## src/rtl/core/tlsp_pkg.sv

```systemverilog
`timescale 1ns / 1ps
// ----------------------------------------------------------------------------
// tlsp_pkg
// Phase codes, state and result types, and state transition helpers shared
// by the TLS record and handshake parser.
// ----------------------------------------------------------------------------
package tlsp_pkg;

    localparam logic [3:0] PH_RECTYPE  = 4'd0;
    localparam logic [3:0] PH_VERMAJ   = 4'd1;
    localparam logic [3:0] PH_VERMIN   = 4'd2;
    localparam logic [3:0] PH_RECLEN   = 4'd3;
    localparam logic [3:0] PH_HSTYPE   = 4'd4;
    localparam logic [3:0] PH_HSLEN    = 4'd5;
    localparam logic [3:0] PH_LISTLEN  = 4'd6;
    localparam logic [3:0] PH_CERTLEN  = 4'd7;
    localparam logic [3:0] PH_CERTDATA = 4'd8;
    localparam logic [3:0] PH_HSBODY   = 4'd9;
    localparam logic [3:0] PH_PAYLOAD  = 4'd10;
    localparam logic [3:0] PH_RAW      = 4'd11;

    localparam logic [7:0] HANDSHAKE_TYPE   = 8'd22;
    localparam logic [7:0] CERTIFICATE_TYPE = 8'd11;
    localparam logic [7:0] CERT_COUNT_MAX   = 8'd255;

    // header sizes in bytes
    localparam logic [1:0]  RECLEN_BYTES   = 2'd2;
    localparam logic [1:0]  LEN24_BYTES    = 2'd3;
    localparam logic [15:0] HS_HDR_BYTES   = 16'd4;
    localparam logic [23:0] LEN24_HDR_SIZE = 24'd3;

    localparam logic [1:0] ERR_NONE      = 2'd0;
    localparam logic [1:0] ERR_REC_HDR   = 2'd1;
    localparam logic [1:0] ERR_HS_HDR    = 2'd2;
    localparam logic [1:0] ERR_CERT_DATA = 2'd3;

    localparam int TDATA_W = 56;
    localparam int TUSER_W = 8;

    typedef struct packed {
        logic [3:0]  phase;
        logic [1:0]  field_byte_count;
        logic [23:0] field_shift;
        logic [15:0] record_remaining;
        logic [23:0] message_remaining;
        logic [23:0] cert_list_remaining;
        logic [23:0] cert_remaining;
        logic [7:0]  content_type;
        logic [7:0]  message_type;
        logic [7:0]  cert_count;
    } t_state;

    typedef struct packed {
        logic [3:0]  byte_role;
        logic        field_done;
        logic [23:0] field_value;
        logic [7:0]  content_type;
        logic [7:0]  message_type;
        logic [7:0]  cert_index;
        logic        cert_start;
        logic        cert_end;
        logic [1:0]  error_code;
    } t_result;

    function automatic logic [23:0] f_dec24(logic [23:0] v);
        return (v != 24'd0) ? v - 24'd1 : 24'd0;
    endfunction

    function automatic logic [15:0] f_dec16(logic [15:0] v);
        return (v != 16'd0) ? v - 16'd1 : 16'd0;
    endfunction

    function automatic logic [23:0] f_min24(logic [23:0] a, logic [23:0] b);
        return (a < b) ? a : b;
    endfunction

    function automatic t_state f_go_record(t_state s);
        t_state r;
        r                  = s;
        r.phase            = PH_RECTYPE;
        r.message_type     = 8'd0;
        r.cert_count       = 8'd0;
        r.field_byte_count = 2'd0;
        r.field_shift      = 24'd0;
        return r;
    endfunction

    function automatic t_state f_go_raw(t_state s);
        t_state r;
        r              = s;
        r.phase        = PH_RAW;
        r.message_type = 8'd0;
        r.cert_count   = 8'd0;
        return r;
    endfunction

    function automatic t_state f_start_message(t_state s);
        t_state r;
        r              = s;
        r.message_type = 8'd0;
        r.cert_count   = 8'd0;
        r.phase        = (s.record_remaining >= HS_HDR_BYTES) ? PH_HSTYPE : PH_RAW;
        return r;
    endfunction

    function automatic t_state f_after_list(t_state s);
        t_state r;
        r = s;
        if (s.message_remaining != 24'd0) begin
            r.phase = PH_HSBODY;
        end else begin
            r = f_start_message(s);
        end
        return r;
    endfunction

    function automatic t_state f_next_cert(t_state s);
        t_state r;
        r = s;
        if (s.cert_list_remaining == 24'd0) begin
            r = f_after_list(s);
        end else if (s.cert_list_remaining >= LEN24_HDR_SIZE) begin
            r.phase            = PH_CERTLEN;
            r.field_byte_count = 2'd0;
            r.field_shift      = 24'd0;
            if (s.cert_count < CERT_COUNT_MAX) begin
                r.cert_count = s.cert_count + 8'd1;
            end
        end else begin
            r = f_go_raw(s);
        end
        return r;
    endfunction

endpackage

```

## src/rtl/core/tlsp_step.sv

```systemverilog
`timescale 1ns / 1ps
// ----------------------------------------------------------------------------
// tlsp_step
// Per-byte parse logic: from the current state and one byte, form the byte's
// result and the next parser state.
// ----------------------------------------------------------------------------
module tlsp_step import tlsp_pkg::*; (
    input  t_state     i_state,
    input  logic [7:0] i_byte,
    input  logic       i_last,
    output t_state     o_state,
    output t_result    o_result
);

    t_state      n;
    t_result     res;
    logic [3:0]  role;
    logic        rec_cut;
    logic        hs_cut;
    logic        body;
    logic        took;

    always_comb begin
        n        = i_state;
        role     = (i_state.phase > PH_RAW) ? PH_RAW : i_state.phase;
        rec_cut  = 1'b0;
        hs_cut   = 1'b0;
        body     = 1'b1;
        took     = 1'b0;

        res              = '0;
        res.byte_role    = role;
        res.message_type = i_state.message_type;
        res.cert_index   = (role == PH_CERTLEN || role == PH_CERTDATA) ?
                           i_state.cert_count : 8'd0;

        if (role == PH_RECTYPE) begin
            n.content_type = i_byte;
        end
        res.content_type = n.content_type;

        unique case (role)
            PH_RECTYPE: begin
                res.field_done   = 1'b1;
                res.field_value  = {16'd0, i_byte};
                res.message_type = 8'd0;
                n.phase          = PH_VERMAJ;
                rec_cut          = 1'b1;
                body             = 1'b0;
            end
            PH_VERMAJ: begin
                res.field_done  = 1'b1;
                res.field_value = {16'd0, i_byte};
                n.phase         = PH_VERMIN;
                rec_cut         = 1'b1;
                body            = 1'b0;
            end
            PH_VERMIN: begin
                res.field_done     = 1'b1;
                res.field_value    = {16'd0, i_byte};
                n.phase            = PH_RECLEN;
                n.field_byte_count = 2'd0;
                n.field_shift      = 24'd0;
                rec_cut            = 1'b1;
                body               = 1'b0;
            end
            PH_RECLEN: begin
                body               = 1'b0;
                n.field_shift      = {i_state.field_shift[15:0], i_byte};
                n.field_byte_count = i_state.field_byte_count + 2'd1;
                took               = (n.field_byte_count >= RECLEN_BYTES);
                if (took) begin
                    res.field_done     = 1'b1;
                    res.field_value    = n.field_shift;
                    n.record_remaining = n.field_shift[15:0];
                    n.field_byte_count = 2'd0;
                    n.field_shift      = 24'd0;
                    if (n.record_remaining == 16'd0) begin
                        n = f_go_record(n);
                    end else if (n.content_type == HANDSHAKE_TYPE) begin
                        n = f_start_message(n);
                    end else begin
                        n.phase = PH_PAYLOAD;
                    end
                end else begin
                    rec_cut = 1'b1;
                end
            end
            PH_HSTYPE: begin
                n.record_remaining = f_dec16(i_state.record_remaining);
                n.message_type     = i_byte;
                res.message_type   = i_byte;
                res.field_done     = 1'b1;
                res.field_value    = {16'd0, i_byte};
                n.phase            = PH_HSLEN;
                n.field_byte_count = 2'd0;
                n.field_shift      = 24'd0;
                hs_cut             = 1'b1;
            end
            PH_HSLEN: begin
                n.record_remaining = f_dec16(i_state.record_remaining);
                n.field_shift      = {i_state.field_shift[15:0], i_byte};
                n.field_byte_count = i_state.field_byte_count + 2'd1;
                took               = (n.field_byte_count >= LEN24_BYTES);
                if (took) begin
                    res.field_done      = 1'b1;
                    res.field_value     = n.field_shift;
                    n.field_byte_count  = 2'd0;
                    n.field_shift       = 24'd0;
                    n.message_remaining = f_min24(res.field_value,
                                                  {8'd0, n.record_remaining});
                    if (n.message_type == CERTIFICATE_TYPE) begin
                        if (n.message_remaining >= LEN24_HDR_SIZE) begin
                            n.phase = PH_LISTLEN;
                        end else begin
                            n = f_go_raw(n);
                        end
                    end else begin
                        n = f_after_list(n);
                    end
                end else begin
                    hs_cut = 1'b1;
                end
            end
            PH_LISTLEN: begin
                n.record_remaining  = f_dec16(i_state.record_remaining);
                n.message_remaining = f_dec24(i_state.message_remaining);
                n.field_shift       = {i_state.field_shift[15:0], i_byte};
                n.field_byte_count  = i_state.field_byte_count + 2'd1;
                took                = (n.field_byte_count >= LEN24_BYTES);
                if (took) begin
                    res.field_done        = 1'b1;
                    res.field_value       = n.field_shift;
                    n.field_byte_count    = 2'd0;
                    n.field_shift         = 24'd0;
                    n.cert_list_remaining = f_min24(res.field_value,
                                                    n.message_remaining);
                    n = f_next_cert(n);
                end else begin
                    hs_cut = 1'b1;
                end
            end
            PH_CERTLEN: begin
                n.record_remaining    = f_dec16(i_state.record_remaining);
                n.message_remaining   = f_dec24(i_state.message_remaining);
                n.cert_list_remaining = f_dec24(i_state.cert_list_remaining);
                n.field_shift         = {i_state.field_shift[15:0], i_byte};
                n.field_byte_count    = i_state.field_byte_count + 2'd1;
                took                  = (n.field_byte_count >= LEN24_BYTES);
                if (took) begin
                    res.field_done     = 1'b1;
                    res.field_value    = n.field_shift;
                    n.field_byte_count = 2'd0;
                    n.field_shift      = 24'd0;
                    n.cert_remaining   = f_min24(res.field_value,
                                                 n.cert_list_remaining);
                    if (n.cert_remaining != 24'd0) begin
                        // mark the first data byte still to come
                        n.phase            = PH_CERTDATA;
                        n.field_byte_count = 2'd1;
                    end else begin
                        n = f_next_cert(n);
                    end
                end else begin
                    hs_cut = 1'b1;
                end
            end
            PH_CERTDATA: begin
                n.record_remaining    = f_dec16(i_state.record_remaining);
                n.message_remaining   = f_dec24(i_state.message_remaining);
                n.cert_list_remaining = f_dec24(i_state.cert_list_remaining);
                n.cert_remaining      = f_dec24(i_state.cert_remaining);
                res.cert_start        = (i_state.field_byte_count == 2'd1);
                n.field_byte_count    = 2'd0;
                if (n.cert_remaining == 24'd0) begin
                    res.cert_end = 1'b1;
                    n = f_next_cert(n);
                end
            end
            PH_HSBODY: begin
                n.record_remaining  = f_dec16(i_state.record_remaining);
                n.message_remaining = f_dec24(i_state.message_remaining);
                if (n.message_remaining == 24'd0) begin
                    n = f_start_message(n);
                end
            end
            default: begin
                n.record_remaining = f_dec16(i_state.record_remaining);
            end
        endcase

        if (body && n.record_remaining == 16'd0) begin
            n = f_go_record(n);
        end

        if (i_last) begin
            if (rec_cut) begin
                res.error_code = ERR_REC_HDR;
            end else if (hs_cut || n.phase == PH_LISTLEN || n.phase == PH_CERTLEN) begin
                res.error_code = ERR_HS_HDR;
            end else if (n.phase == PH_CERTDATA) begin
                res.error_code = ERR_CERT_DATA;
            end else begin
                res.error_code = ERR_NONE;
            end
            // frame over: drop all parse state
            n = '0;
        end
    end

    assign o_state  = n;
    assign o_result = res;

endmodule

```

## src/rtl/core/tls_record_handshake_parser_top.sv

```systemverilog
`timescale 1ns / 1ps
// ----------------------------------------------------------------------------
// tls_record_handshake_parser_top
// Byte-stream parser for TLS records, handshake messages and certificate
// lists; one result per input byte.
// ----------------------------------------------------------------------------
// One byte is accepted per clock cycle while the output is not stalled, and
// each gives exactly one result, presented on the master side after it has
// passed the input register and then the result register. The rate is set
// by the combinational per-byte state update between the input register and
// the result register. While a finished result waits to be taken, one more
// byte can still be held in the input register; the input side stalls only
// when both registers are full and the result is not taken. Every parse
// state returns to reset after a byte marked tlast, so each frame is parsed
// independently.
// ----------------------------------------------------------------------------
module tls_record_handshake_parser_top import tlsp_pkg::*; (
    input  logic               i_clk,
    input  logic               i_rst_n,
    input  logic               s_axis_tvalid,
    output logic               s_axis_tready,
    input  logic [7:0]         s_axis_tdata,   // [7:0] data_byte
    input  logic               s_axis_tlast,   // last_byte
    output logic               m_axis_tvalid,
    input  logic               m_axis_tready,
    // [0] field_done, [24:1] field_value, [32:25] content_type,
    // [40:33] message_type, [48:41] cert_index, [49] cert_start,
    // [50] cert_end, [52:51] error_code, [55:53] zero
    output logic [TDATA_W-1:0] m_axis_tdata,
    output logic [TUSER_W-1:0] m_axis_tuser    // [3:0] byte_role, [7:4] zero
);

    logic       r_in_valid;
    logic [7:0] r_in_byte;
    logic       r_in_last;
    t_state     r_state;
    t_state     n_state;
    logic       r_out_valid;
    t_result    r_out;
    t_result    n_out;
    logic       advance;

    assign advance       = r_in_valid && (!r_out_valid || m_axis_tready);
    assign s_axis_tready = !r_in_valid || advance;

    tlsp_step u_step (
        .i_state  (r_state),
        .i_byte   (r_in_byte),
        .i_last   (r_in_last),
        .o_state  (n_state),
        .o_result (n_out)
    );

    always_ff @(posedge i_clk) begin
        if (!i_rst_n) begin
            r_in_valid  <= 1'b0;
            r_out_valid <= 1'b0;
            r_state     <= '0;
        end else begin
            if (s_axis_tvalid && s_axis_tready) begin
                r_in_valid <= 1'b1;
            end else if (advance) begin
                r_in_valid <= 1'b0;
            end
            if (advance) begin
                r_out_valid <= 1'b1;
                r_state     <= n_state;
            end else if (m_axis_tready) begin
                r_out_valid <= 1'b0;
            end
        end
    end

    always_ff @(posedge i_clk) begin
        if (s_axis_tvalid && s_axis_tready) begin
            r_in_byte <= s_axis_tdata;
            r_in_last <= s_axis_tlast;
        end
        if (advance) begin
            r_out <= n_out;
        end
    end

    assign m_axis_tvalid = r_out_valid;
    assign m_axis_tdata  = {3'd0, r_out.error_code, r_out.cert_end, r_out.cert_start,
                            r_out.cert_index, r_out.message_type, r_out.content_type,
                            r_out.field_value, r_out.field_done};
    assign m_axis_tuser  = {4'd0, r_out.byte_role};

    // a frame-end byte leaves the parser in its reset state
    a_last_resets: assert property (@(posedge i_clk) disable iff (!i_rst_n)
        advance && r_in_last |=> r_state == '0)
        else $error("parser state not cleared after frame end");

    a_phase_range: assert property (@(posedge i_clk) disable iff (!i_rst_n)
        r_state.phase <= PH_RAW)
        else $error("parser phase out of range");

    a_value_only_done: assert property (@(posedge i_clk) disable iff (!i_rst_n)
        r_out_valid && !r_out.field_done |-> r_out.field_value == 24'd0)
        else $error("field value without completed field");

    a_cert_mark_role: assert property (@(posedge i_clk) disable iff (!i_rst_n)
        r_out_valid && (r_out.cert_start || r_out.cert_end)
            |-> r_out.byte_role == PH_CERTDATA)
        else $error("certificate bound outside certificate data");

endmodule

```

## config.mk

```make
export PLATFORM = sky130hd
export DESIGN_NAME = tls_record_handshake_parser_top
export DESIGN_NICKNAME = d
export VERILOG_FILES = /design/src/rtl/core/tlsp_pkg.sv /design/src/rtl/core/tlsp_step.sv /design/src/rtl/core/tls_record_handshake_parser_top.sv
export SDC_FILE = /design/constraint.sdc
export NUM_CORES = 1
export LEC_CHECK = 0
export BUFFER_PORTS_ARGS = -buffer_cell sky130_fd_sc_hd__clkbuf_2
export CAP_MARGIN = 20
export CORE_MARGIN = 1
export CORE_UTILIZATION = 57
export CTS_CLUSTER_SIZE = 20
export DETAILED_ROUTE_END_ITERATION = 16
export GPL_TIMING_DRIVEN = 0
export MAX_ROUTING_LAYER = met4
export PLACE_DENSITY = 0.78
export SKIP_CTS_REPAIR_TIMING = 1
export SYNTH_ARGS = -nofsm -noshare
export SYNTH_HDL_FRONTEND = slang
export SYNTH_SLANG_ARGS = --single-unit
```

## constraint.sdc

```tcl
create_clock -name i_clk -period 5.4 [get_ports i_clk]
set_input_delay 0.81 -clock i_clk [delete_from_list [all_inputs] [get_ports i_clk]]
set_output_delay 0.81 -clock i_clk [all_outputs]
set_load 0.02 [all_outputs]
```

==> reports/metrics.yaml, run 1 <==
run_status:
  outcome: "finished clean"
cells_and_area:
  syn2layout_area_growth_pct: 15.4
  final_layout_size_suffix_gt1_frac: 0.144
  final_cells: 2344
  fin_util: 0.675
  diodes: 0
  nNetsFinal: 2084
  finalInstanceArea_sq_um: 17200
cts:
  htree_levels: 1
  worstSkewPairLatency_ns: 0.54
  cts_made_buffers: 22
  clock-sinks: 202
  clkTransAtPathRegs_ns: 0.07
  clockBufferDepth: 3
  root_buffer: "clkbuf_16"
  cts_tree: "done"
setup_path:
  r2r_slack_ns: 0.11
  r2r_cells: 17
  crit_arrival_ns: 5.58
  reg2reg_to: "m_axis_tdata[52]"
  cp-end-kind: "flop"
  slowest_stage: "or4_4"
  r2r-start: "r_state[57]"
  crit_start: "r_state[57]"
  required_ns: 5.69
  start_kind: "flop"
  cpPeakStageDelay_ns: 0.61
  cp-endpoint: "m_axis_tdata[52]"
  crit_type: "flop to flop"
  path_max_fanout: 8
  path_cells: "or4_4 -> nor4_4 -> nand2_2 -> nor4_1 -> a21oi_2 -> ha_1 -> nand4_1 -> or4_4 -> nor4_4 -> o21ai_1 -> o2bb2ai_4 -> o22ai_2 -> a221oi_4 -> and3_4 -> nor2_1 -> a311o_1 -> o211a_1"
global_route:
  use_met1: 0.554
  grt_pass1_vias: 14500
  antenna_found_initial: 0
  grt_remaining_overflow: 0
  busiest_layer: "met2"
  grt_use_total: 0.428
  grt_max_degree: 34
  met3_usage: 0.0823
  grt_use_met2: 0.642
  grt_pass1_wl_um: 84700
synthesis:
  synth_largest_area_cell: "dfxtp_1"
  ys.flop_type: "dfxtp_1"
  synthesis.instances: 1890
  synthTopCellsByCount: "nand2_1 (177), nor2_1 (176), clkbuf_1 (143)"
  yosysUniqueCellTypes: 89
  syn_area_per_cell_sq_um: 7.87
  synth_edf_count: 66
  synth.top_cell.area_share: 0.183
  async_flop_share: 0
  netlist_area_sq_um: 14900
  synth.most_common_cell: "nand2_1"
  synthTopCellsByArea: "dfxtp_1 (18%), edfxtp_1 (13%), ha_1 (6.1%)"
  synth_sequential_area_ratio: 0.316
  ys_warn_count: 0
  synth-seq-cells: 202
power:
  finalPower_mw: 3.65
  irDropWorstVdd_mv: 0.232
  swShare: 0.272
  cellPowerDensity_nw_per_um2: 213
  p_leak_nw: 6.33
  p_int_mw: 2.66
  clkPwrFrac: 0.440
  combPwrFrac: 0.117
  seqPwrFrac: 0.443
  p_sw_mw: 0.992
sta:
  period_minus_slack_ns: 5.29
  skew_ns: 0.0156
  drv_slew: 0
  finalCritPeriodShare: 0.980
  fmax_mhz: 189
  whs_ns: 0.453
  max-slew-margin-rel: 0.201
  hold_violations: 0
  fin_ws_ns: 0.108
  setup_viol: 0
  fin_setup_tns_ns: 0
  worstMarginPinSlew_ns: 1.19
drt:
  drtIter0Drc: 1939
  firstDrtPassIters: 6
  via_per_inst: 6.88
  wl_per_cell_um: 24.6
  drc_errors: 0
  ant_nets: 0
  vias: 16100
  totalWireLength_um: 57700
floorplan:
  num_rows: 58
  fp.dieW_um: 163
  fp.dieArea_sq_um: 26700
  coreArea_sq_um: 25400
  start_util: 0.585
  io_pins: 79
  fp.dieH_um: 163
worst_hold_path:
  min_path_type: "primary input to flop"
place:
  dpl.cell_count: 2300
  post-dp-hpwl_um: 41500
  port_buffers: 71
  place_congestion: 1.07
  place_area_sq_um: 15700
  pre_cts_slack_ns: -1.31
job:
  drv_cap: 0
-- worst min-delay path by stage --
stage	to	cells after the start	startpoint	slack, ns
finish	r_in_byte[0]	1	s_axis_tdata[0]	0.45
global route	r_in_byte[3]	1	s_axis_tdata[3]	0.45
CTS	r_in_byte[3]	1	s_axis_tdata[3]	0.45
detailed placement	r_state[9]	2	r_state[9]	0.46
global placement	r_state[11]	2	r_state[11]	0.45
floorplan	r_state[8]	2	r_state[8]	0.44
-- power by group through the flow --
stage / Sequential [mW] / Clock, mW / Combinational [mW]
2_1_floorplan: 1.66 / 0 / 0.233
3_3_place_gp: 1.65 / 0 / 0.373
3_5_place_dp: 1.65 / 0 / 0.382
4_1_cts: 1.61 / 1.61 / 0.384
5_1_grt: 1.62 / 1.65 / 0.449
6_report: 1.62 / 1.61 / 0.427
-- cell families (layout without fill, tap and decap cells) --
logic type                 Yosys count  count (layout)  share of synthesized area
adders and majority gates           73              73                     0.0614
other                                1               7                   0.000252
and+or+nand+nor                    797             797                      0.276
muxes                               21              21                     0.0148
xor gates and xnor gates            47              47                     0.0277
DFF                                202             202                      0.316
buffers and inverters              204             322                     0.0543
AOI/OAI and AO/OA                  545             545                      0.249
-- sequential cells by signal (all words and copies together), names as in the netlist --
name	cells
m_axis_tdata	53
m_axis_tuser	4
m_axis_tvalid	1
r_in_byte	8
r_in_last	1
r_in_valid	1
r_state	134
-- cell usage in the layout (no fill, tap or decap), types with 12 or more instances in the layout --
master	count
buf_4	31
xnor2_1	26
clkbuf_2	74
o31ai_1	16
ha_1	70
nor4_1	36
edfxtp_1	66
inv_1	39
o211ai_1	14
nor2_1	170
nand4_1	23
a21oi_1	113
a22oi_1	82
nor2b_1	109
dfxtp_1	130
or2_2	13
xor2_1	21
clkbuf_1	119
and2_1	30
clkbuf_16	22
nand3_1	63
o22ai_1	56
a21boi_0	34
o21ai_0	60
o21ai_1	20
nand2_1	170
nor3_1	47
o21a_1	12
-- critical path, delay by kind of cell, from the launching register on --
kind	cells	cell delay [ns]
AND/OR/NAND/NOR	9	2.83
adder cells (fa/ha/maj)	1	0.33
AO/OA/AOI/OAI	7	1.52
flip-flops	1	0.36
-- routing by layer --
layer,part of all wire,up-vias
met5,0,-
met4,0.058,0
met3,0.11,257
met2,0.43,1111
met1,0.39,7552
li1,-,7199
-- area by class of cell --
cell class | count | area (sq um)
multi-input cells | 1490 | 9940
fillers | 2182 | 8250
flip-flops and latches | 202 | 4710
plain buffers | 143 | 616
clock buffers | 26 | 586
repair buffers | 95 | 542
well taps | 330 | 413
clock inverters | 14 | 175
inverters | 44 | 165
No activity file was read; power rests on OpenSTA's default activity.
==> inputs of run 2 (changes only) <==
Settings changed: RECOVER_POWER set to 100.
==> run 2 against run 1 <==
The flow now finishes with violations (max-capacitance violations, max-slew violations); global-route usage did not move; flip-flop and latch count did not move; via count fell by 0.11%; combinational power fell by 1%; worst setup slack improved by 0.014 ns; sequential power barely moved; die area did not move; clock-buffer cell count did not move; largest cell class unchanged.
==> reports/metrics.yaml, run 2 (synthesized netlist as in run 1, its figures left out) <==
run_status:
  outcome: "complete, but fails checks"  # was finished clean
  violations: "max-capacitance violations, max-slew violations"
drt:
  via_per_inst: 6.87  # was 6.88
  wl_per_cell_um: 24.6  # about the same
  totalWireLength_um: 57800  # was 57,700 um
  firstDrtPassIters: 6  # unchanged
  drc_errors: 0  # unchanged
  ant_nets: 0  # unchanged
  vias: 16100  # about the same
  drtIter0Drc: 2020  # was 1,939
setup_path:
  start_kind: "flop"  # unchanged
  path_max_fanout: 10  # was 8
  cp-end-kind: "flop"  # unchanged
  required_ns: 5.69  # about the same
  crit_type: "flop to flop"  # unchanged
  crit_arrival_ns: 5.57  # was 5.58 ns
cells_and_area:
  fin_util: 0.672  # was 0.675
  seqCellArea_sq_um: 4710  # unchanged
  multi_input_area_sq_um: 9940  # unchanged
  largest_reg_flops: 134  # unchanged
  largest-register: "r_state"  # unchanged
  layout_commonest_cell: "clkbuf_1"
  final_layout_size_suffix_gt1_frac: 0.110  # was 0.144
  final_cells: 2345  # was 2,344
  nNetsFinal: 2084  # unchanged
  syn2layout_area_growth_pct: 14.8  # was 15.4%
  most-common-layout-cells: "clkbuf_1 (182), nand2_1 (170), nor2_1 (170)"  # was nand2_1 (170), nor2_1 (170), dfxtp_1 (130)
  fillCellCount: 2208  # was 2,182
cts:
  clkTransAtPathRegs_ns: 0.07  # about the same
  clock-sinks: 202  # unchanged
  cts_made_buffers: 22  # unchanged
  worstSkewPairLatency_ns: 0.53  # was 0.54 ns
  htree_levels: 1  # unchanged
  root_buffer: "clkbuf_16"  # unchanged
  clockBufferDepth: 3  # unchanged
  cts_tree: "done"  # unchanged
sta:
  fmax_mhz: 189  # about the same
  hold_violations: 0  # unchanged
  worstMarginPinSlew_ns: 1.87  # was 1.19 ns
  finalCritPeriodShare: 0.977  # was 0.980
  period_minus_slack_ns: 5.28  # was 5.29 ns
  drv_slew: 34  # was 0
  skew_ns: 0.0143  # was 0.0156 ns
  setup_viol: 0  # unchanged
  whs_ns: 0.453  # about the same
  max-slew-margin-rel: -0.248  # was 0.201
floorplan:
  fp.dieH_um: 163  # unchanged
  fp.dieW_um: 163  # unchanged
  num_rows: 58  # unchanged
  start_util: 0.585  # unchanged
  coreArea_sq_um: 25400  # unchanged
  fp.dieArea_sq_um: 26700  # unchanged
  io_pins: 79  # unchanged
worst_hold_path:
  min_path_type: "primary input to flop"  # unchanged
power:
  cellPowerDensity_nw_per_um2: 214  # was 213 nW/um^2
  p_leak_nw: 6.12  # was 6.33 nW
  finalPower_mw: 3.65  # about the same
  irDropWorstVdd_mv: 0.233  # was 0.232 mV
place:
  port_buffers: 71  # unchanged
  post-dp-hpwl_um: 41500  # unchanged
  dpl.cell_count: 2300  # unchanged
  place_congestion: 1.07  # unchanged
global_route:
  grt_pass1_vias: 14500  # unchanged
  grt_use_total: 0.428  # unchanged
  grt_pass1_wl_um: 84700  # unchanged
  grt_max_degree: 34  # unchanged
  grt_remaining_overflow: 0  # unchanged
  antenna_found_initial: 0  # unchanged
job:
  drv_cap: 1  # was 0
==> run 2: layer usage <==
metal  part of all wire  up-vias  global-route usage
met5                  0        -                   -
met4              0.058        0               0.202
met3               0.11      256              0.0823
met2               0.44     1068               0.642
met1               0.39     7573               0.554
li1                   -     7204                   -
==> run 2: worst paths after layout <==
kind / startpoint / endpoint / slack [ns] / cells past startpoint
hold / removal: s_axis_tdata[0] / r_in_byte[0] / 0.45 / 1
setup reg to reg: r_state[74] / m_axis_tdata[52] / 0.12 / 20
setup / recovery: r_state[74] / m_axis_tdata[52] / 0.12 / 20
hold reg to reg: r_state[45] / r_state[45] / 0.49 / 2
==> run 2: area by class of cell <==
| class | instances | share of cell area |
|---|---|---|
| Antenna cell | 1 | 0.000147 |
| Inverter | 44 | 0.00968 |
| Sequential cell | 202 | 0.276 |
| Multi-Input combinational cell | 1490 | 0.583 |
| Buffer | 143 | 0.0361 |
| Clock inverter | 14 | 0.0103 |
| Timing Repair Buffer | 95 | 0.0262 |
| Clock buffer | 26 | 0.0343 |
| Tap cell | 330 | 0.0242 |
==> run 2: stage by stage <==
step,TNS (ns),worst slack (ns),instance area [sq um]
floorplan,0,0.0662,14900
global placement,-34.93,-1.21,15700
detailed placement,-35.73,-1.31,15700
CTS,-38.37,-1.36,16400
global route,-0.0805,-0.0601,17100
finish,0,0.122,17100
==> run 2: report_power, final <==
part | internal [mW] | switching (mW) | total (mW)
Combinational | 0.127 | 0.294 | 0.421
Clock | 0.929 | 0.679 | 1.61
Sequential | 1.60 | 0.0207 | 1.62
Total | 2.65 | 0.993 | 3.65
==> run 2: worst max-delay path, stage by stage (launching register included) <==
cell and delay [ns]:
dfxtp_2 0.40, nor4_4 0.42, nand2_1 0.13, buf_2 0.22, nor3_1 0.22, xor2_1 0.30
nand2_1 0.18, ha_1 0.36, nand4_1 0.14, nor3_4 0.24, o2111ai_1 0.17, a21oi_2 0.20
nand2b_1 0.13, clkbuf_4 0.22, nor2_1 0.09, or3_4 0.44, a221oi_4 0.32, and3_4 0.24
nor2_1 0.04, a311o_1 0.36, o211a_1 0.21
